File: src/rtl/bffa_pkg.sv
// ----------------------------------------------------------------------------
// bffa_pkg
// Shared types and constants of the first-fit bitmap allocator.
// ----------------------------------------------------------------------------
package bffa_pkg;

   // Bitmap word geometry
   localparam int WORD_BITS  = 32;
   localparam int WORD_SHIFT = 5;
   localparam int POS_W      = 5;

   // Field widths
   localparam int OP_W     = 2;
   localparam int WIDX_W   = 8;
   localparam int GROUP_W  = 16;
   localparam int LIMIT_W  = 14;
   localparam int NUMBER_W = 32;
   localparam int PROD_W   = GROUP_W + LIMIT_W;

   // Request operations
   typedef enum logic [OP_W-1:0] {
      OP_LOAD  = 2'd0,
      OP_READ  = 2'd1,
      OP_ALLOC = 2'd2,
      OP_CLEAR = 2'd3
   } bffa_op_type;

   // Sequencer states
   typedef enum logic [1:0] {
      ST_IDLE,
      ST_READ,
      ST_SCAN,
      ST_RESP
   } bffa_state_type;

   // Outcome of the search in one bitmap word
   typedef struct packed {
      logic             found;
      logic [POS_W-1:0] pos;
   } bffa_pick_type;

endpackage

File: src/rtl/bffa_pick.sv
// ----------------------------------------------------------------------------
// bffa_pick
// Finds the lowest clear bit of one bitmap word, ignoring bits at or above
// the limit when the word is the last one in range.
// ----------------------------------------------------------------------------
module bffa_pick
   import bffa_pkg::*;
(
   input  logic [WORD_BITS-1:0] word,
   input  logic                 is_last,
   input  logic [POS_W-1:0]     tail,
   output bffa_pick_type        pick
);

   logic [WORD_BITS-1:0] valid_mask;
   logic [WORD_BITS-1:0] free_bits;

   // Keep bits up to the tail position in the last word, all bits otherwise
   always_comb begin
      valid_mask = is_last ? ({WORD_BITS{1'b1}} >> (~tail)) : {WORD_BITS{1'b1}};
      free_bits  = ~word & valid_mask;
   end

   // Priority encode the lowest free bit
   always_comb begin
      pick.found = |free_bits;
      pick.pos   = '0;
      for (int i = WORD_BITS - 1; i >= 0; i--) begin
         if (free_bits[i]) begin
            pick.pos = POS_W'(i);
         end
      end
   end

endmodule

File: src/rtl/bffa_ctrl.sv
// ----------------------------------------------------------------------------
// bffa_ctrl
// Sequencer of the allocator: load, read back, first-fit scan with
// read-modify-write of the bitmap RAM, dirty flag and result register.
// ----------------------------------------------------------------------------
module bffa_ctrl
   import bffa_pkg::*;
#(
   parameter int MAP_BITS = 8192
) (
   input  logic                    clock,
   input  logic                    reset,
   // request channel
   input  logic                    req_valid,
   output logic                    req_ready,
   input  logic [OP_W-1:0]         req_op,
   input  logic [WIDX_W-1:0]       req_word_index,
   input  logic [WORD_BITS-1:0]    req_word_data,
   input  logic [GROUP_W-1:0]      req_group,
   // configuration
   input  logic [LIMIT_W-1:0]      total_bits,
   // result channel
   output logic                    rsp_valid,
   input  logic                    rsp_ready,
   output logic [NUMBER_W-1:0]     rsp_number,
   output logic                    rsp_found,
   output logic [WORD_BITS-1:0]    rsp_read_data,
   output logic                    rsp_dirty,
   // bitmap RAM
   output logic                    ram_wr_en,
   output logic [((((MAP_BITS + 31) / 32) > 1) ? $clog2((MAP_BITS + 31) / 32) : 1)-1:0]
                                   ram_wr_addr,
   output logic [WORD_BITS-1:0]    ram_wr_data,
   output logic [((((MAP_BITS + 31) / 32) > 1) ? $clog2((MAP_BITS + 31) / 32) : 1)-1:0]
                                   ram_rd_addr,
   input  logic [WORD_BITS-1:0]    ram_rd_data
);

   localparam int MAP_WORDS = (MAP_BITS + WORD_BITS - 1) / WORD_BITS;
   localparam int AW        = (MAP_WORDS > 1) ? $clog2(MAP_WORDS) : 1;

   bffa_state_type        state_ff, state_in;
   logic [AW-1:0]         word_ff, word_in;
   logic [AW-1:0]         last_ff, last_in;
   logic [POS_W-1:0]      tail_ff, tail_in;
   logic [PROD_W-1:0]     prod_ff, prod_in;
   logic                  in_range_ff, in_range_in;
   logic                  dirty_ff, dirty_in;
   logic [NUMBER_W-1:0]   res_number_ff, res_number_in;
   logic                  res_found_ff, res_found_in;
   logic [WORD_BITS-1:0]  res_read_data_ff, res_read_data_in;
   logic                  rsp_valid_ff, rsp_valid_in;
   logic [NUMBER_W-1:0]   rsp_number_ff, rsp_number_in;
   logic                  rsp_found_ff, rsp_found_in;
   logic [WORD_BITS-1:0]  rsp_read_data_ff, rsp_read_data_in;
   logic                  rsp_dirty_ff, rsp_dirty_in;

   logic [31:0]           limit;
   logic [31:0]           limit_m1;
   logic                  idx_in_range;
   bffa_op_type           op;
   bffa_pick_type         pick;

   // Effective scan limit: the configured count, capped at the map size
   always_comb begin
      limit        = (32'(total_bits) < 32'(MAP_BITS)) ? 32'(total_bits) : 32'(MAP_BITS);
      limit_m1     = limit - 32'd1;
      idx_in_range = (32'(req_word_index) < 32'(MAP_WORDS));
      op           = bffa_op_type'(req_op);
   end

   // Search the word that the RAM returns this cycle
   bffa_pick u_pick (
      .word    (ram_rd_data),
      .is_last (word_ff == last_ff),
      .tail    (tail_ff),
      .pick    (pick)
   );

   // Next state and datapath control
   always_comb begin
      state_in         = state_ff;
      word_in          = word_ff;
      last_in          = last_ff;
      tail_in          = tail_ff;
      prod_in          = prod_ff;
      in_range_in      = in_range_ff;
      dirty_in         = dirty_ff;
      res_number_in    = res_number_ff;
      res_found_in     = res_found_ff;
      res_read_data_in = res_read_data_ff;
      rsp_valid_in     = rsp_valid_ff & ~rsp_ready;
      rsp_number_in    = rsp_number_ff;
      rsp_found_in     = rsp_found_ff;
      rsp_read_data_in = rsp_read_data_ff;
      rsp_dirty_in     = rsp_dirty_ff;
      req_ready        = 1'b0;
      ram_wr_en        = 1'b0;
      ram_wr_addr      = AW'(req_word_index);
      ram_wr_data      = req_word_data;
      ram_rd_addr      = AW'(req_word_index);

      case (state_ff)
         ST_IDLE: begin
            req_ready = 1'b1;
            if (req_valid) begin
               res_number_in    = '0;
               res_found_in     = 1'b0;
               res_read_data_in = '0;
               in_range_in      = idx_in_range;
               case (op)
                  OP_LOAD: begin
                     ram_wr_en = idx_in_range;
                     state_in  = ST_RESP;
                  end
                  OP_READ: begin
                     state_in = ST_READ;
                  end
                  OP_ALLOC: begin
                     prod_in     = PROD_W'(req_group) * PROD_W'(total_bits);
                     ram_rd_addr = '0;
                     word_in     = '0;
                     last_in     = AW'(limit_m1 >> WORD_SHIFT);
                     tail_in     = limit_m1[POS_W-1:0];
                     state_in    = (limit == 32'd0) ? ST_RESP : ST_SCAN;
                  end
                  OP_CLEAR: begin
                     dirty_in = 1'b0;
                     state_in = ST_RESP;
                  end
                  default: begin
                     state_in = ST_RESP;
                  end
               endcase
            end
         end

         ST_READ: begin
            res_read_data_in = in_range_ff ? ram_rd_data : '0;
            state_in         = ST_RESP;
         end

         ST_SCAN: begin
            // fetch the next word while this one is checked
            ram_rd_addr = word_ff + 1'b1;
            ram_wr_addr = word_ff;
            ram_wr_data = ram_rd_data | (WORD_BITS'(1) << pick.pos);
            if (pick.found) begin
               ram_wr_en     = 1'b1;
               res_number_in = NUMBER_W'(prod_ff) + NUMBER_W'({word_ff, pick.pos})
                               + NUMBER_W'(1);
               res_found_in  = 1'b1;
               dirty_in      = 1'b1;
               state_in      = ST_RESP;
            end else if (word_ff == last_ff) begin
               state_in = ST_RESP;
            end else begin
               word_in = word_ff + 1'b1;
            end
         end

         ST_RESP: begin
            // move the result into the output register once it is free
            if (!rsp_valid_ff || rsp_ready) begin
               rsp_valid_in     = 1'b1;
               rsp_number_in    = res_number_ff;
               rsp_found_in     = res_found_ff;
               rsp_read_data_in = res_read_data_ff;
               rsp_dirty_in     = dirty_ff;
               state_in         = ST_IDLE;
            end
         end

         default: begin
            state_in = ST_IDLE;
         end
      endcase
   end

   // Control registers
   always_ff @(posedge clock) begin
      if (reset) begin
         state_ff     <= ST_IDLE;
         dirty_ff     <= 1'b0;
         rsp_valid_ff <= 1'b0;
      end else begin
         state_ff     <= state_in;
         dirty_ff     <= dirty_in;
         rsp_valid_ff <= rsp_valid_in;
      end
   end

   // Payload registers
   always_ff @(posedge clock) begin
      word_ff          <= word_in;
      last_ff          <= last_in;
      tail_ff          <= tail_in;
      prod_ff          <= prod_in;
      in_range_ff      <= in_range_in;
      res_number_ff    <= res_number_in;
      res_found_ff     <= res_found_in;
      res_read_data_ff <= res_read_data_in;
      rsp_number_ff    <= rsp_number_in;
      rsp_found_ff     <= rsp_found_in;
      rsp_read_data_ff <= rsp_read_data_in;
      rsp_dirty_ff     <= rsp_dirty_in;
   end

   assign rsp_valid     = rsp_valid_ff;
   assign rsp_number    = rsp_number_ff;
   assign rsp_found     = rsp_found_ff;
   assign rsp_read_data = rsp_read_data_ff;
   assign rsp_dirty     = rsp_dirty_ff;

endmodule

File: config.mk
export PLATFORM = sky130hd
export DESIGN_NAME = bffa_ctrl
export DESIGN_NICKNAME = d
export VERILOG_FILES = /design/src/rtl/bffa_pkg.sv /design/src/rtl/bffa_pick.sv /design/src/rtl/bffa_ctrl.sv
export SDC_FILE = /design/constraint.sdc
export NUM_CORES = 1
export LEC_CHECK = 0
export BUFFER_PORTS_ARGS = -buffer_cell sky130_fd_sc_hd__buf_2
export CAP_MARGIN = 5
export CELL_PAD_IN_SITES_DETAIL_PLACEMENT = 0
export CELL_PAD_IN_SITES_GLOBAL_PLACEMENT = 1
export CORE_MARGIN = 5
export CORE_UTILIZATION = 50
export DETAILED_ROUTE_END_ITERATION = 8
export PLACE_DENSITY = 0.95
export SLEW_MARGIN = 5
export SYNTH_ARGS = -nofsm -noshare
export SYNTH_HDL_FRONTEND = slang
export SYNTH_HIERARCHICAL = 1
export SYNTH_SLANG_ARGS = --single-unit
File: constraint.sdc
create_clock -name clock -period 11.1 [get_ports clock]
set_input_delay 0 -clock clock [delete_from_list [all_inputs] [get_ports clock]]
set_output_delay 0 -clock clock [all_outputs]
set_load 0.05 [all_outputs]
# After elaboration in Yosys (flattened, before gate mapping)

Index checks and enable logic that the tools add are counted.

Register bits: 186
Bits of input ports: 108
Output and inout port bits: 117
Logic and storage cells: 127

$add $sub $neg: 4
Multiply operators: 1
Order comparisons: 1
Equality and inequality tests: 15
Shift-type cells: 2
Mux-type cells: 68
Bitwise logic cells: 6
Reduce and logical (&&, ||, !) cells: 16

Operators with widths:

| cell                                                                 | count |
|---|---|
| 5-bit two-way mux                                                    | 32 |
| 32-bit two-way mux                                                   | 4 |
| 32-bit case mux with 2 select lines                                  | 2 |
| 8-bit two-way mux                                                    | 7 |
| 31-bit by 1-bit adder with 32-bit output, second input constant      | 1 |
| 32-bit AND                                                           | 1 |
| 32-bit zero test                                                     | 1 |
| 32-bit NOT                                                           | 1 |
| 32-bit bitwise OR                                                    | 1 |
| 8-bit case mux with 2 select lines                                   | 2 |
| 32-bit OR reduction                                                  | 1 |
| 1-bit by 5-bit << shifter with 32-bit output, first input constant   | 1 |
| 32-bit by 5-bit right shift with 32-bit output, first input constant | 1 |
| 30-bit by 13-bit adder with 31-bit output                            | 1 |
| 16-bit by 14-bit multiplier with 30-bit output                       | 1 |
| 14-bit < comparator, second input constant                           | 1 |
| 14-bit two-way mux                                                   | 1 |
| 13-bit by 1-bit subtractor with 13-bit output, second input constant | 1 |
| 1-bit two-way mux                                                    | 11 |
| 2-bit inequality test, second input constant                         | 5 |
| 3-bit AND reduction                                                  | 3 |
| 8-bit by 1-bit adder with 8-bit output, second input constant        | 1 |
| 2-bit == test, second input constant                                 | 4 |
| 8-bit == test                                                        | 1 |
| 18 further kinds                                                     | 28 |

# Longest topological paths before layout

Depth in word-level cells: 40
Gate-level depth with buffers: 24
Gate-level depth less buffers: 22

# Cells and area by module

The synthesis kept the hierarchy.

Modules (own cells, without submodules):

| module    | times used | cells an instance | area an instance (um2) | sequential area each (um2) |
|---|---|---|---|---|
| bffa_ctrl | 1          | 1,548             | 15,895.2               | 5,485.3 |
| bffa_pick | 1          | 151               | 947.2                  | 0.0 |

# Worst setup path before layout

Ideal clock, no wire load.

Path type: input-to-reg
Start point: input port total_bits[13]
End point: register prod_ff[28] (data pin)
Library setup time: 0.265 ns
Arrival: 5.737 ns
Required time: 10.835 ns
Path slack: 5.097 ns
Stages: 21
Path buffers: 3
Cell sequence: clkbuf_1 -> clkbuf_1 -> nand2_1 -> fa_1 -> fa_1 -> inv_1 -> fa_1 -> fa_1 -> fa_1 -> inv_1 -> fa_1 -> inv_1 -> ha_1 -> buf_4 -> a21o_2 -> a21o_1 -> a221o_1 -> a31oi_2 -> o41ai_2 -> nor4b_1 -> or3_1

Cells in the longest elaborated chain, start to end: 1

RTL lines:

| what                                           | line             | RTL |
|---|---|---|
| start: declaration                             | bffa_ctrl.sv:21  | `input logic [LIMIT_W-1:0] total_bits,` |
| 16-bit by 14-bit multiplier with 30-bit output | bffa_ctrl.sv:120 | `prod_in = PROD_W'(req_group) * PROD_W'(total_bits);` |
| end signal: assignment                         | bffa_ctrl.sv:198 | `prod_ff <= prod_in;` |
| end: declaration                               | bffa_ctrl.sv:46  | `logic [PROD_W-1:0] prod_ff, prod_in;` |

No other way between the ends.
A chain may end at the register's enable or synchronous reset.

==> results_dict.tcl <==
set metrics [dict create \
    cts_root_buf "clkbuf_16" \
    setup_tns_ps 0 \
    syn_nets 2090 \
    clock_path_buffers 2 \
    cts_resized 0 \
    dp_cells 2295 \
    ys.warnings.count 6 \
    vias 13300 \
    cp.arrival_ps 6390 \
    cts_buffers 17 \
    htreeDepth 4 \
    antenna_found_initial 1 \
    netlist_area_sq_mm 0.0168 \
    ys_seq_area_share_pct 32.6 \
    dieArea_sq_mm 0.0375 \
    ant_nets 0 \
    die_w_um 194 \
    p_per_area_mw_per_mm2 321 \
    crit_fanout 17 \
    synth_ff_type "edfxtp_1" \
    grt_overflow_total 0 \
    die_h_um 194 \
    hold_path.class "in2reg" \
    setup_viol 0 \
    grt_use_total_pct 23.6 \
    hpwl_um 34600 \
    power_leakage_nw 8.55 \
    wl_per_cell_um 18.9 \
    crit_type "reg2reg" \
    drc 0 \
    start_util_pct 50.5 \
    synth.avg_cell_area_sq_um 9.91 \
    vias_per_cell 5.61 \
    insertion_delay_ps 440 \
    rsz0062_at_grt "no" \
    cp-end-kind "register" \
    critical_path.max_stage_delay_ps 790 \
    async_flop_share_pct 0 \
    drt_iter0_drc 1182 \
    critPathLaunchType "register" \
    drive_above_1_share_pct 15.6 \
    period_share_pct 55.9 \
    gr-usage-met1_pct 32.9 \
    instances_no_fill 2362 \
    run_status "finished clean" \
    hold_viol_final 0 \
    first_pass_iters 6 \
    synth.distinct_cells 84 \
    cts.sinks 184 \
    use_met2_pct 37.8 \
    area_delta_synth_final_pct 13.9 \
    design.core.area_sq_mm 0.0334 \
    std_cell_rows 67 \
    grt.busiest_layer "met2" \
    grt_max_degree 87 \
    ios 225 \
    grt_pass1_wl_um 71700 \
    use_met3_pct 4.82 \
    cp.required_ps 11290 \
    syn_inst 1699 \
    fmax_mhz 161 \
    drv_cap 0 \
    slew_violations 0 \
    crit_chain "xor2_1 -> nor4_1 -> nand2_1 -> inv_1 -> nor4b_2 -> and2_1 -> o211ai_1 -> a21o_1 -> a31oi_1 -> o21ai_1 -> a31oi_1 -> ha_1 -> a21oi_1 -> o21ai_0 -> a2111oi_0 -> o41ai_2 -> nand4_1 -> xor2_1 -> nor2_1" \
    fin_worst_skew_ps 11.8 \
    cts_tree "done" \
    maxSlewHeadroom_pct 30.5 \
    synth-seq-cells 184 \
    period_minus_slack_ps 6200 \
    power_mw 6.16 \
    peakVddDrop_mv 0.224 \
    cp_slowest_cell "o41ai_2" \
    final_net_count 2291 \
    place.gp.congestion 0.954 \
    clk_pin_slew_ps 70 \
    routed_wl_um 44600 \
    synth_edf_count 180 \
    grt_pass1_vias 13200 \
    tightest_slew_ps 1040 \
    port_buffers 223 \
]
cell type report:
| class | instances | area, sq um |
|---|---|---|
| fill | 2883 | 14200 |
| multi-input combinational | 1222 | 10200 |
| sequential | 184 | 5490 |
| timing repair buffer | 262 | 1490 |
| inverter | 213 | 800 |
| tap | 448 | 561 |
| clock buffer | 17 | 425 |
| clock inverter | 15 | 189 |
| antenna | 1 | 2.50 |
kinds of logic after synthesis:
family                   after synthesis  synth area share [%]
AO/OA/AOI/OAI                        296                  11.2
flip-flops                           184                  32.6
XOR/XNOR                              64                  3.33
other                                  1                0.0223
AND/OR/NAND/NOR                      564                  16.8
multiplexers                          14                 0.899
buffers and inverters                293                  6.84
adder cells (fa/ha/maj)              283                  28.4
worst max-delay path, delay by kind of cell, from the launching register on:
family                     cells  cell delay [ps]
buffers and inverters          1              380
adders and majority gates      1              320
AOI/OAI and AO/OA              9             2790
and+or+nand+nor                6             1540
DFF                            1              530
xor gates and xnor gates       2              380
repair_timing:
| action | 4_1_cts | 5_1_grt |
|---|---|---|
| hold endpoints to repair | 36 | 0 |
| setup buffers | 0 | 0 |
| hold buffers | 34 | 0 |
synthesized netlist by cell type, drive strengths merged (6+ instances only):
cell      n  share of area [%]
a211oi    8               0.39
a21o     24                1.1
a21oi   129                3.9
a31oi    21               0.82
and2    148                5.5
and3     18               0.68
buf      16               0.66
clkbuf   64                1.4
edfxtp  180                 32
fa      166                 20
ha      117                8.7
inv     213                4.7
mux2      9               0.60
nand2   176                4.0
nand2b   12               0.45
nand3    28               0.83
nand4     7               0.26
nor2    113                2.5
nor2b    15               0.57
nor3     21               0.65
o21a      8               0.36
o21ai    41                1.2
o21bai    7               0.31
or3       6               0.22
xnor2    33                1.7
xor2     31                1.6
flip-flops by register name (all words and copies together), names as in the netlist, 5 cells and up:
register,count
tail_ff,5
res_read_data_ff,32
word_ff,8
rsp_read_data,32
rsp_number,31
last_ff,8
res_number_ff,31
prod_ff,30
report_power, final:
| group | total (mW) | switching [mW] | internal (mW) |
|---|---|---|---|
| clock network | 0.629 | 0.270 | 0.359 |
| registers | 1.33 | 0.0996 | 1.23 |
| logic | 4.20 | 2.71 | 1.50 |
layout by cell type, fill, tap and decap left out, drive strengths merged, types with 24 or more instances in the layout:
master       count
buf            228
inv            219
edfxtp         180
nand2          176
fa             166
and2           148
a21oi          129
ha             117
nor2           113
o21ai           41
dlygate4sd3     34
xnor2           33
xor2            31
nand3           28
a21o            24
per-layer routing:
layer	up-vias	wire length, um
li1	6090	-
met1	6453	19100
met2	644	21100
met3	64	3570
met4	0	929
met5	-	0
path summary, 6_finish.rpt:
check,from,to,slack (ps),depth (start not counted)
min reg2reg,res_number_ff[11]$_SDFFCE_PN0P_,rsp_number[11]$_DFFE_PP_,420,0
min,total_bits[0],tail_ff[0]$_DFFE_PP_,50,2
max,word_ff[1]$_SDFFCE_PN0P_,res_number_ff[24]$_SDFFCE_PN0P_,4900,19
max reg2reg,word_ff[1]$_SDFFCE_PN0P_,res_number_ff[24]$_SDFFCE_PN0P_,4900,19
per-stage QoR:
stage,cell area [sq um],hold WS (ps),utilization [%],setup WS (ps)
2_1_floorplan,16800,72.4,-,5100
3_3_place_gp,18200,267,54.6,4990
3_5_place_dp,18200,270,54.6,4920
4_1_cts,19200,31.6,57.5,4980
5_1_grt,19200,51.7,57.5,4370
6_report,19200,51.7,57.5,4900
Power figures use the tool's default switching activity.
